`config.mk`:
```
export PLATFORM = sky130hd
export DESIGN_NAME = usb_audio_packet_sizer_top
export DESIGN_NICKNAME = d
export VERILOG_FILES = /design/src/hw/rtl/usbaps_pkg.sv /design/src/hw/rtl/usbaps_cfg.sv /design/src/hw/rtl/usbaps_core.sv /design/src/hw/rtl/usb_audio_packet_sizer_top.sv
export SDC_FILE = /design/constraint.sdc
export NUM_CORES = 1
export LEC_CHECK = 0
export ABC_AREA = 1
export BUFFER_PORTS_ARGS = -buffer_cell sky130_fd_sc_hd__buf_2
export CAP_MARGIN = 20
export CORE_AREA = 8 8 436 225
export DETAILED_ROUTE_END_ITERATION = 12
export DIE_AREA = 0 0 444 233
export GPL_TIMING_DRIVEN = 0
export PLACE_DENSITY = 0.49
export SYNTH_ARGS = -nofsm -noshare
export SYNTH_HDL_FRONTEND = slang
export SYNTH_SLANG_ARGS = --single-unit
```
`constraint.sdc`:
```
create_clock -name clk -period 10.2 [get_ports clk]
set_input_delay 2.55 -clock clk [delete_from_list [all_inputs] [get_ports clk]]
set_output_delay 2.55 -clock clk [all_outputs]
set_load 0.005 [all_outputs]
```
`src/hw/rtl/usbaps_pkg.sv`:
```
// shared types and constants for the usb audio packet sizer
// no dependencies, imported by every module of the block
package usbaps_pkg;

  localparam int unsigned PACKETS_PER_TRANSFER = 8;
  localparam int unsigned PKT_CNT_W = 7;
  localparam int unsigned ASM_FRM_W = 23;

  localparam logic [5:0]  FRAME_SIZE_RST   = 6'd4;
  localparam logic [31:0] NOMINAL_RATE_RST = 32'd393216;

  localparam int unsigned IN_TDATA_W  = 56;
  localparam int unsigned OUT_TDATA_W = 112;
  localparam int unsigned CFG_IDX_W   = 2;

  typedef enum logic [1:0] {
    OP_PACKET   = 2'd0,
    OP_FEEDBACK = 2'd1,
    OP_RESTART  = 2'd2
  } op_t;

  typedef enum logic [CFG_IDX_W-1:0] {
    REG_FRAME_SIZE   = 2'd0,
    REG_NOMINAL_RATE = 2'd1
  } cfg_reg_t;

  typedef struct packed {
    logic [1:0]  operation;
    logic [19:0] available_frames;
    logic [31:0] feedback_word;
    logic [2:0]  feedback_length;
    logic        feedback_ok;
  } item_t;

  typedef struct packed {
    logic [16:0] packet_frames;
    logic [21:0] packet_bytes;
    logic [5:0]  packet_index;
    logic        transfer_done;
    logic [27:0] transfer_bytes;
    logic        short_abort;
    logic        rate_updated;
    logic [31:0] current_rate;
  } result_t;

  typedef struct packed {
    logic [5:0]  frame_size;
    logic [31:0] nominal_rate;
  } cfg_t;

endpackage

```
`src/hw/rtl/usbaps_cfg.sv`:
```
// configuration registers: frame size and nominal rate
// depends on usbaps_pkg
module usbaps_cfg (
  input  logic                            clk,
  input  logic                            rst_n,
  input  logic                            cfg_valid,
  output logic                            cfg_ready,
  input  logic [usbaps_pkg::CFG_IDX_W-1:0] cfg_index,
  input  logic [31:0]                     cfg_data,
  output usbaps_pkg::cfg_t                cfg
);
  import usbaps_pkg::*;

  logic [5:0]  frame_size_r;
  logic [5:0]  frame_size_nxt;
  logic [31:0] nominal_rate_r;
  logic [31:0] nominal_rate_nxt;

  assign cfg_ready = 1'b1;

  always_comb begin
    frame_size_nxt   = frame_size_r;
    nominal_rate_nxt = nominal_rate_r;
    if (cfg_valid) begin
      case (cfg_index)
        REG_FRAME_SIZE:   frame_size_nxt   = cfg_data[5:0];
        REG_NOMINAL_RATE: nominal_rate_nxt = cfg_data;
        default: ;
      endcase
    end
  end

  always_ff @(posedge clk) begin
    if (!rst_n) begin
      frame_size_r   <= FRAME_SIZE_RST;
      nominal_rate_r <= NOMINAL_RATE_RST;
    end else begin
      frame_size_r   <= frame_size_nxt;
      nominal_rate_r <= nominal_rate_nxt;
    end
  end

  assign cfg.frame_size   = frame_size_r;
  assign cfg.nominal_rate = nominal_rate_r;

endmodule

```
`src/hw/rtl/usbaps_core.sv`:
```
// sizing datapath and stream state: rate, fraction accumulator, assembly counts
// depends on usbaps_pkg
module usbaps_core (
  input  logic                 clk,
  input  logic                 rst_n,
  input  logic                 step,
  input  usbaps_pkg::item_t    item,
  input  usbaps_pkg::cfg_t     cfg,
  output usbaps_pkg::result_t  res
);
  import usbaps_pkg::*;

  logic [31:0]          rate_r, rate_nxt;
  logic [15:0]          accum_r, accum_nxt;
  logic [PKT_CNT_W-1:0] pkts_r, pkts_nxt;
  logic [ASM_FRM_W-1:0] frms_r, frms_nxt;

  logic [31:0]          eff_rate;
  logic [32:0]          sum;
  logic [16:0]          frames;
  logic [19:0]          remaining;
  logic [ASM_FRM_W-1:0] new_frms;
  logic [PKT_CNT_W-1:0] new_pkts;
  logic [21:0]          pkt_bytes;
  logic [27:0]          xfer_bytes;
  logic [31:0]          fb_raw;

  assign eff_rate   = (rate_r != 32'd0) ? rate_r : cfg.nominal_rate;
  assign sum        = {17'd0, accum_r} + {1'b0, eff_rate};
  assign frames     = sum[32:16];
  assign remaining  = item.available_frames - frms_r[19:0];
  assign new_frms   = frms_r + {6'd0, frames};
  assign new_pkts   = pkts_r + 7'd1;
  assign pkt_bytes  = {5'd0, frames} * {16'd0, cfg.frame_size};
  assign xfer_bytes = {5'd0, new_frms} * {22'd0, cfg.frame_size};
  assign fb_raw     = (item.feedback_length >= 3'd4) ? item.feedback_word
                                                     : {8'd0, item.feedback_word[23:0]};

  always_comb begin
    rate_nxt  = rate_r;
    accum_nxt = accum_r;
    pkts_nxt  = pkts_r;
    frms_nxt  = frms_r;
    res       = '0;
    case (op_t'(item.operation))
      OP_PACKET: begin
        if (cfg.frame_size != 6'd0) begin
          res.packet_index = pkts_r[5:0];
          if (frms_r >= {3'd0, item.available_frames}) begin
            res.short_abort = 1'b1;
            pkts_nxt        = '0;
            frms_nxt        = '0;
          end else begin
            accum_nxt = sum[15:0];
            if ({3'd0, frames} > remaining) begin
              res.short_abort = 1'b1;
              pkts_nxt        = '0;
              frms_nxt        = '0;
            end else if (new_pkts >= PKT_CNT_W'(PACKETS_PER_TRANSFER)) begin
              pkts_nxt = '0;
              frms_nxt = '0;
              if (new_frms == '0) begin
                res.short_abort = 1'b1;
              end else begin
                res.packet_frames  = frames;
                res.packet_bytes   = pkt_bytes;
                res.transfer_done  = 1'b1;
                res.transfer_bytes = xfer_bytes;
              end
            end else begin
              pkts_nxt           = new_pkts;
              frms_nxt           = new_frms;
              res.packet_frames  = frames;
              res.packet_bytes   = pkt_bytes;
            end
          end
        end
      end
      OP_FEEDBACK: begin
        if (item.feedback_ok && item.feedback_length >= 3'd3) begin
          rate_nxt         = fb_raw;
          res.rate_updated = 1'b1;
        end
      end
      OP_RESTART: begin
        rate_nxt  = '0;
        accum_nxt = '0;
        pkts_nxt  = '0;
        frms_nxt  = '0;
      end
      default: ;
    endcase
    res.current_rate = (rate_nxt != 32'd0) ? rate_nxt : cfg.nominal_rate;
  end

  always_ff @(posedge clk) begin
    if (!rst_n) begin
      rate_r  <= '0;
      accum_r <= '0;
      pkts_r  <= '0;
      frms_r  <= '0;
    end else if (step) begin
      rate_r  <= rate_nxt;
      accum_r <= accum_nxt;
      pkts_r  <= pkts_nxt;
      frms_r  <= frms_nxt;
    end
  end

endmodule

```
`src/hw/rtl/usb_audio_packet_sizer_top.sv`:
```
// pipeline: each input beat passes through the input register and then the result register
// throughput: one beat per cycle while out_tready is not held low, set by the input register feeding the
// sizing logic and the result register, with the stream state updated as
// each item leaves the input register
// reset: synchronous active-low rst_n clears pipeline valids and state,
// frame size returns to 4 and nominal rate to 393216
// depends on usbaps_pkg, usbaps_cfg, usbaps_core
module usb_audio_packet_sizer_top (
  input  logic                                clk,
  input  logic                                rst_n,
  input  logic                                in_tvalid,
  output logic                                in_tready,
  // operation
  input  logic [1:0]                          in_tuser,
  // available_frames, feedback_word, feedback_length, feedback_ok
  input  logic [usbaps_pkg::IN_TDATA_W-1:0]   in_tdata,
  output logic                                out_tvalid,
  input  logic                                out_tready,
  // transfer_done
  output logic                                out_tlast,
  // short_abort, rate_updated
  output logic [1:0]                          out_tuser,
  // packet_frames, packet_bytes, packet_index, transfer_bytes, current_rate
  output logic [usbaps_pkg::OUT_TDATA_W-1:0]  out_tdata,
  input  logic                                cfg_valid,
  output logic                                cfg_ready,
  input  logic [usbaps_pkg::CFG_IDX_W-1:0]    cfg_index,
  input  logic [31:0]                         cfg_data
);
  import usbaps_pkg::*;

  cfg_t    cfg;
  item_t   item_r;
  logic    item_vld_r;
  result_t res;
  result_t res_r;
  logic    res_vld_r;
  logic    out_adv;
  logic    in_adv;

  usbaps_cfg u_cfg (
    .clk       (clk),
    .rst_n     (rst_n),
    .cfg_valid (cfg_valid),
    .cfg_ready (cfg_ready),
    .cfg_index (cfg_index),
    .cfg_data  (cfg_data),
    .cfg       (cfg)
  );

  assign out_adv   = !res_vld_r || out_tready;
  assign in_adv    = !item_vld_r || out_adv;
  assign in_tready = in_adv;

  usbaps_core u_core (
    .clk   (clk),
    .rst_n (rst_n),
    .step  (item_vld_r && out_adv),
    .item  (item_r),
    .cfg   (cfg),
    .res   (res)
  );

  // input beat register
  always_ff @(posedge clk) begin
    if (!rst_n) begin
      item_vld_r <= 1'b0;
    end else if (in_adv) begin
      item_vld_r <= in_tvalid;
    end
  end

  always_ff @(posedge clk) begin
    if (in_adv && in_tvalid) begin
      item_r.operation        <= in_tuser;
      item_r.available_frames <= in_tdata[19:0];
      item_r.feedback_word    <= in_tdata[51:20];
      item_r.feedback_length  <= in_tdata[54:52];
      item_r.feedback_ok      <= in_tdata[55];
    end
  end

  // result register
  always_ff @(posedge clk) begin
    if (!rst_n) begin
      res_vld_r <= 1'b0;
    end else if (out_adv) begin
      res_vld_r <= item_vld_r;
    end
  end

  always_ff @(posedge clk) begin
    if (out_adv && item_vld_r) begin
      res_r <= res;
    end
  end

  assign out_tvalid = res_vld_r;
  assign out_tlast  = res_r.transfer_done;
  assign out_tuser  = {res_r.rate_updated, res_r.short_abort};
  assign out_tdata  = {7'd0, res_r.current_rate, res_r.transfer_bytes,
                       res_r.packet_index, res_r.packet_bytes, res_r.packet_frames};

endmodule
```
; ---- Word level (Yosys, flattened, before mapping)
; Index checks and enable logic that the tools add are counted.
[totals]
output_inout_bits = 118
inputBits = 97
ff_bits = 284
[classes]
n_eq_ne = 5
addsub = 4
n_bitwise = 3
n_reduce_logical = 22
multipliers = 2
n_mux = 26
order_cmp = 5
[op_table]
columns = operator, count
row1 = $mux 32, 4
row2 = $mux 23, 4
row3 = $mux 39, 2
row4 = $pmux 32 s2, 1
row5 = $reduce_bool 32->1, 2
row6 = $pmux 23 s2, 1
row7 = $add 16x32->33, 1
row8 = $mux 16, 2
row9 = $pmux 16 s2, 1
row10 = $mux 29, 1
row11 = $mul 23x6->28, 1
row12 = $mux 7, 4
row13 = $add 23x17->23, 1
row14 = $ge 23x20->1, 1
row15 = $logic_not 23->1, 1
row16 = $mul 17x6->22, 1
row17 = $gt 17x20->1, 1
row18 = $sub 20x20->20, 1
row19 = $pmux 7 s2, 1
row20 = $add 7x1->7 const B, 1
row21 = $ge 7x4->1 const B, 1
row22 = $reduce_and 2->1, 3
row23 = $reduce_bool 6->1, 1
row24 = $reduce_or 6->1, 1
row25 = 17 further kinds, 29

; ---- Depth between registers and ports, before layout
[depth]
word_depth = 9
mapped_depth = 51

; ---- Modules after synthesis
; A second synthesis with hierarchy kept.
[unflattened]
hier_cells = 2911
area_unflattened_um2 = 22868.2
[by_module_without_submodules]
columns = module, n_inst, cells_per_inst, area_per_inst_um2
row1 = usbaps_core, 1, 2483, 16135.5
row2 = usb_audio_packet_sizer_top, 1, 187, 5136.2
row3 = usbaps_cfg, 1, 241, 1596.5

; ---- Worst setup path after synthesis
; No wires, ideal clock.
[synth_path]
kind = flip-flop to flip-flop
start = register u_core.rate_r[3]
end = register res_r (netlist bit out_tdata[66]), data pin
t_arrival_ps = 7332
setup_ps = 253
slack_ps = 2615
synth_period_minus_slack_ps = 7585
path_buffers = 2
path_stages_with_launch = 42
path_cell_list = dfxtp_1 -> nor2_1 -> nand2_1 -> nor2_1 -> nand2_1 -> nor2_4 -> buf_2 -> buf_1 -> nand2_1 -> nand2_1 -> ha_1 -> a21o_1 -> a21oi_1 -> nand2_1 -> a21o_1 -> a21oi_2 -> inv_1 -> nand3_1 -> [6 not listed] -> xnor2_1 -> nor2_1 -> fa_1 -> fa_1 -> inv_1 -> fa_1 -> inv_1 -> ha_1 -> a21oi_1 -> o21ai_0 -> a21o_1 -> a21boi_0 -> o21bai_1 -> and2_1 -> o21bai_1 -> nand2_1 -> inv_1 -> nor2_1
[synth_via]
elab_chain_len = 6
[synth_rtl]
columns = item, line_no
row1 = from (decl), usbaps_core.sv:13  ; logic [31:0] rate_r, rate_nxt;
row2 = from (signal assigned), usbaps_core.sv:103  ; rate_r <= rate_nxt;
row3 = $reduce_bool 32->1, usbaps_core.sv:28  ; assign eff_rate = (rate_r != 32'd0) ? rate_r : cfg.nominal_rate;
row4 = $mux 32 (*), usbaps_core.sv:28
row5 = $add 16x32->33 (*), usbaps_core.sv:29  ; assign sum = {17'd0, accum_r} + {1'b0, eff_rate};
row6 = branches (longest 3 deep; another with $mul 23x6->28), n/a
row7 = to (signal assigned), usb_audio_packet_sizer_top.sv:94  ; res_r <= res;
row8 = to (decl), usb_audio_packet_sizer_top.sv:36  ; result_t res_r;
; Mark *: on every way between the ends.
; A chain may end at the register's enable or synchronous reset.

; ---- Worst setup path after layout
[layout_path]
start = register u_core.rate_r[5]
end = register res_r (netlist bit out_tdata[67]), data pin
; The elaborated chain is that of the path after synthesis.

==> results.md <==
* Run status: finished clean
* DP HPWL at 73,200 um
* Final Total Pwr at 3.16 mW
* Clock sinks at 284
* Leading register cell type out of synthesis: edfxtp_1
* Crit path required time at 10.61 ns
* Initial antenna violation count at 3
* TNS Setup at 0 ns
* Vias in the first global route at 19,900
* Slew Viols, Final at 0
* CP max stage delay at 0.53 ns
* Seq. cell area at 0.00735 mm^2
* Crit end category: flop
* Max-Cap Viols at 0
* Slowest-stage cell, CP: fa_1
* Synthesized flop and latch total at 284
* Worst Setup Start Kind: flop
* Post-Syn Area at 0.0228 mm^2
* Final hold violation count at 0
* Horiz. Die Dim at 444 um
* Met2 Use GR at 20.4%
* Design area at 0.0267 mm^2
* Total CTS buffers at 30
* Reg-to-Reg Start: u_core.rate_r[5]
* Min cycle time layout at 9.77 ns
* Final Net Count at 3,623
* Tot GR Track Use at 16.5%
* Commonest non-fill, non-tap cell in the layout: nand2_1
* DRC errors left at 0
* Global routing's busiest layer: met1
* Final-report setup violation count at 0
* CP Max Fanout at 19
* Number of port buffers at 205
* Setup ws final at 0.427 ns
* CTS tree: done
* Relative slew slack at 36.7%
* Via count at 20,800
* Clock skew at 0.0609 ns
* Synth Instances at 2,963
* Gr ovfl total at 0
* Antenna-violating nets left at 0
* Number of hold buffers added after cts at 0
* Post-DR vias/cell at 4.66
* Worst-path clk slew at 0.07 ns
* Ys Warns at 0
* Layout area overhead at 17.0%
* # H-tree levels at 1
* CP Buf/Inv Count at 6
* Peak VDD IR at 0.120 mV
* Met3 Usage GRT at 6.40%
* Final RePlAce weighted congestion at 0.972
* Ports at 215
* Share of cells above drive strength 1 at 10.4%
* Worst setup startpoint: u_core.rate_r[5]
* Power Density at 119 mW/mm^2
* Rows at 79
* Worst skew pair latency at 0.67 ns
* Commonest non-fill, non-tap cells in the layout: nand2_1, inv_1, nor2_1
* RSZ-0062 raised after global routing: yes
* Dpl cell area at 0.0255 mm^2
* Die ar. at 0.103 mm^2
* Final period util at 95.8%
* Largest net degree at the start of global routing at 62
* Post-synth EDFFs at 166
* Crit-path leading delay family: simple AND/OR/NAND/NOR gates
* Pre-CTS WS at -0.448 ns
* DRT Wirelength at 87,600 um
* Routed WL per cell at 19.6 um
* Unique masters post-synth at 51
* Core Area at 0.0918 mm^2
* Kind of critical path: reg -> reg
* Layout fillers at 10,000
* Hold Crit Class: reg -> reg
* Slew of the pin with the lowest slew margin at 0.949 ns
* Die Y-Extent at 233 um
* GR met1 Demand/Resource at 26.1%
* WHS at 0.457 ns
* DR iter-0 viols at 2,296
* Asr flop ratio synth at 0%
* FMAX at 102 MHz
* Multi-input combinational cell area at 0.0132 mm^2
* Most frequent CP cell: nand2_1
* Initial Util at 24.8%
* Post-synthesis sequential area ratio at 32.3%
* First drt pass iteration count at 7
* Lkg Pwr at 12.7 nW
* Crit path DAT at 10.19 ns
* First-pass GRT wire length at 130,000 um
* Mapped Avg Cell Area at 7.69 um^2
* CTS Root Cell: clkbuf_16
* Hold path start: u_core.pkts_r[4]
* Bufs on Longest Clock Path at 3
[where the power goes]
group	switching, mW	internal [mW]
clock	0.551	0.642
sequential	0.0320	1.27
combinational	0.461	0.203
total	1.04	2.12
[path summary, 6_finish.rpt]
kind                      end  slack [ns]  cells past startpoint
min reg2reg  u_core.pkts_r[4]        0.46                      2
min          u_core.pkts_r[4]        0.46                      2
max reg2reg     out_tdata[67]        0.43                     45
max             out_tdata[67]        0.43                     45
[synthesized netlist by cell type (3+ instances only)]
| cell | count | area share (%) |
|---|---|---|
| o21ai_0 | 127 | 2.8 |
| a31oi_1 | 10 | 0.27 |
| o31ai_1 | 3 | 0.099 |
| dfxtp_1 | 118 | 10 |
| buf_6 | 3 | 0.15 |
| nand2_1 | 651 | 11 |
| nand4_1 | 35 | 0.96 |
| a21o_1 | 5 | 0.16 |
| buf_2 | 10 | 0.22 |
| xor2_1 | 50 | 1.9 |
| nor3_1 | 23 | 0.51 |
| buf_1 | 3 | 0.049 |
| and2_1 | 10 | 0.27 |
| ha_1 | 160 | 8.8 |
| xnor2_1 | 24 | 0.92 |
| o211ai_1 | 4 | 0.13 |
| o21a_1 | 4 | 0.13 |
| o21ai_1 | 28 | 0.62 |
| nand3b_1 | 9 | 0.30 |
| clkinv_1 | 3 | 0.049 |
| nand3_1 | 122 | 2.7 |
| buf_4 | 17 | 0.56 |
| clkbuf_1 | 64 | 1.1 |
| inv_1 | 504 | 8.3 |
| nor3b_1 | 3 | 0.099 |
| nand2_2 | 3 | 0.082 |
| fa_1 | 147 | 13 |
| nor2_1 | 400 | 6.6 |
| a21oi_1 | 205 | 4.5 |
| inv_2 | 6 | 0.099 |
| o21bai_1 | 10 | 0.33 |
| edfxtp_1 | 166 | 22 |
| a211oi_1 | 10 | 0.33 |
[area by class of cell]
type | count | area share [%]
Clock buffer | 37 | 2.99
Sequential cell | 284 | 27.6
Antenna cell | 3 | 0.0282
Clock inverter | 19 | 0.836
Tap cell | 1215 | 5.70
Buffer | 96 | 1.75
Multi-Input combinational cell | 2075 | 49.4
Inverter | 513 | 7.25
Timing Repair Buffer | 219 | 4.46
[state kept, by name (all words and copies together), names as in the netlist]
name and flops:
u_core.pkts_r 7, item_vld_r 1, out_tdata 105, u_cfg.frame_size_r 6, u_core.frms_r 23, out_tlast 1, out_tuser 2, u_cfg.nominal_rate_r 32
item_r 58, u_core.rate_r 32, out_tvalid 1, u_core.accum_r 16
[per-stage QoR]
stage               cells  util (%)
finish               4461      29.0
CTS                  4454      28.9
global route         4460      29.0
detailed placement   4399      27.8
floorplan            2969         -
global placement     4389      27.6
[worst register-to-register path, delay by kind of cell, from the launching register on]
family	cells	cell delay, ns
and+or+nand+nor	22	3.58
DFF	1	0.37
AOI/OAI and AO/OA	8	1.74
buffers and inverters	6	0.75
adders and majority gates	7	2.69
xor gates and xnor gates	2	0.41
[metal layers]
| layer | up-vias | wire length, um | share of wire [%] |
|---|---|---|---|
| met2 | 810 | 30000 | 34 |
| met3 | 70 | 10000 | 11 |
| li1 | 9890 | - | - |
| met4 | 2 | 1390 | 1.6 |
| met1 | 10000 | 46100 | 53 |
| met5 | - | 117 | 0.13 |
[what timing repair did]
item | in CTS | in global routing
gates resized for setup | 2 | 19
pin swaps | 0 | 1
setup endpoints to repair | 11 | 17
setup buffers | 0 | 4
[kinds of logic (layout without fill, tap and decap cells)]
logic type	after synthesis	in the layout	synth area share [%]
AO/OA/AOI/OAI	416	416	9.78
XOR/XNOR	76	76	2.99
adder cells (fa/ha/maj)	307	307	21.7
buffers and inverters	610	884	10.5
flip-flops	284	284	32.3
other	2	11	0.0330
AND/OR/NAND/NOR	1268	1268	22.7
No activity file was read; power rests on OpenSTA's default activity.
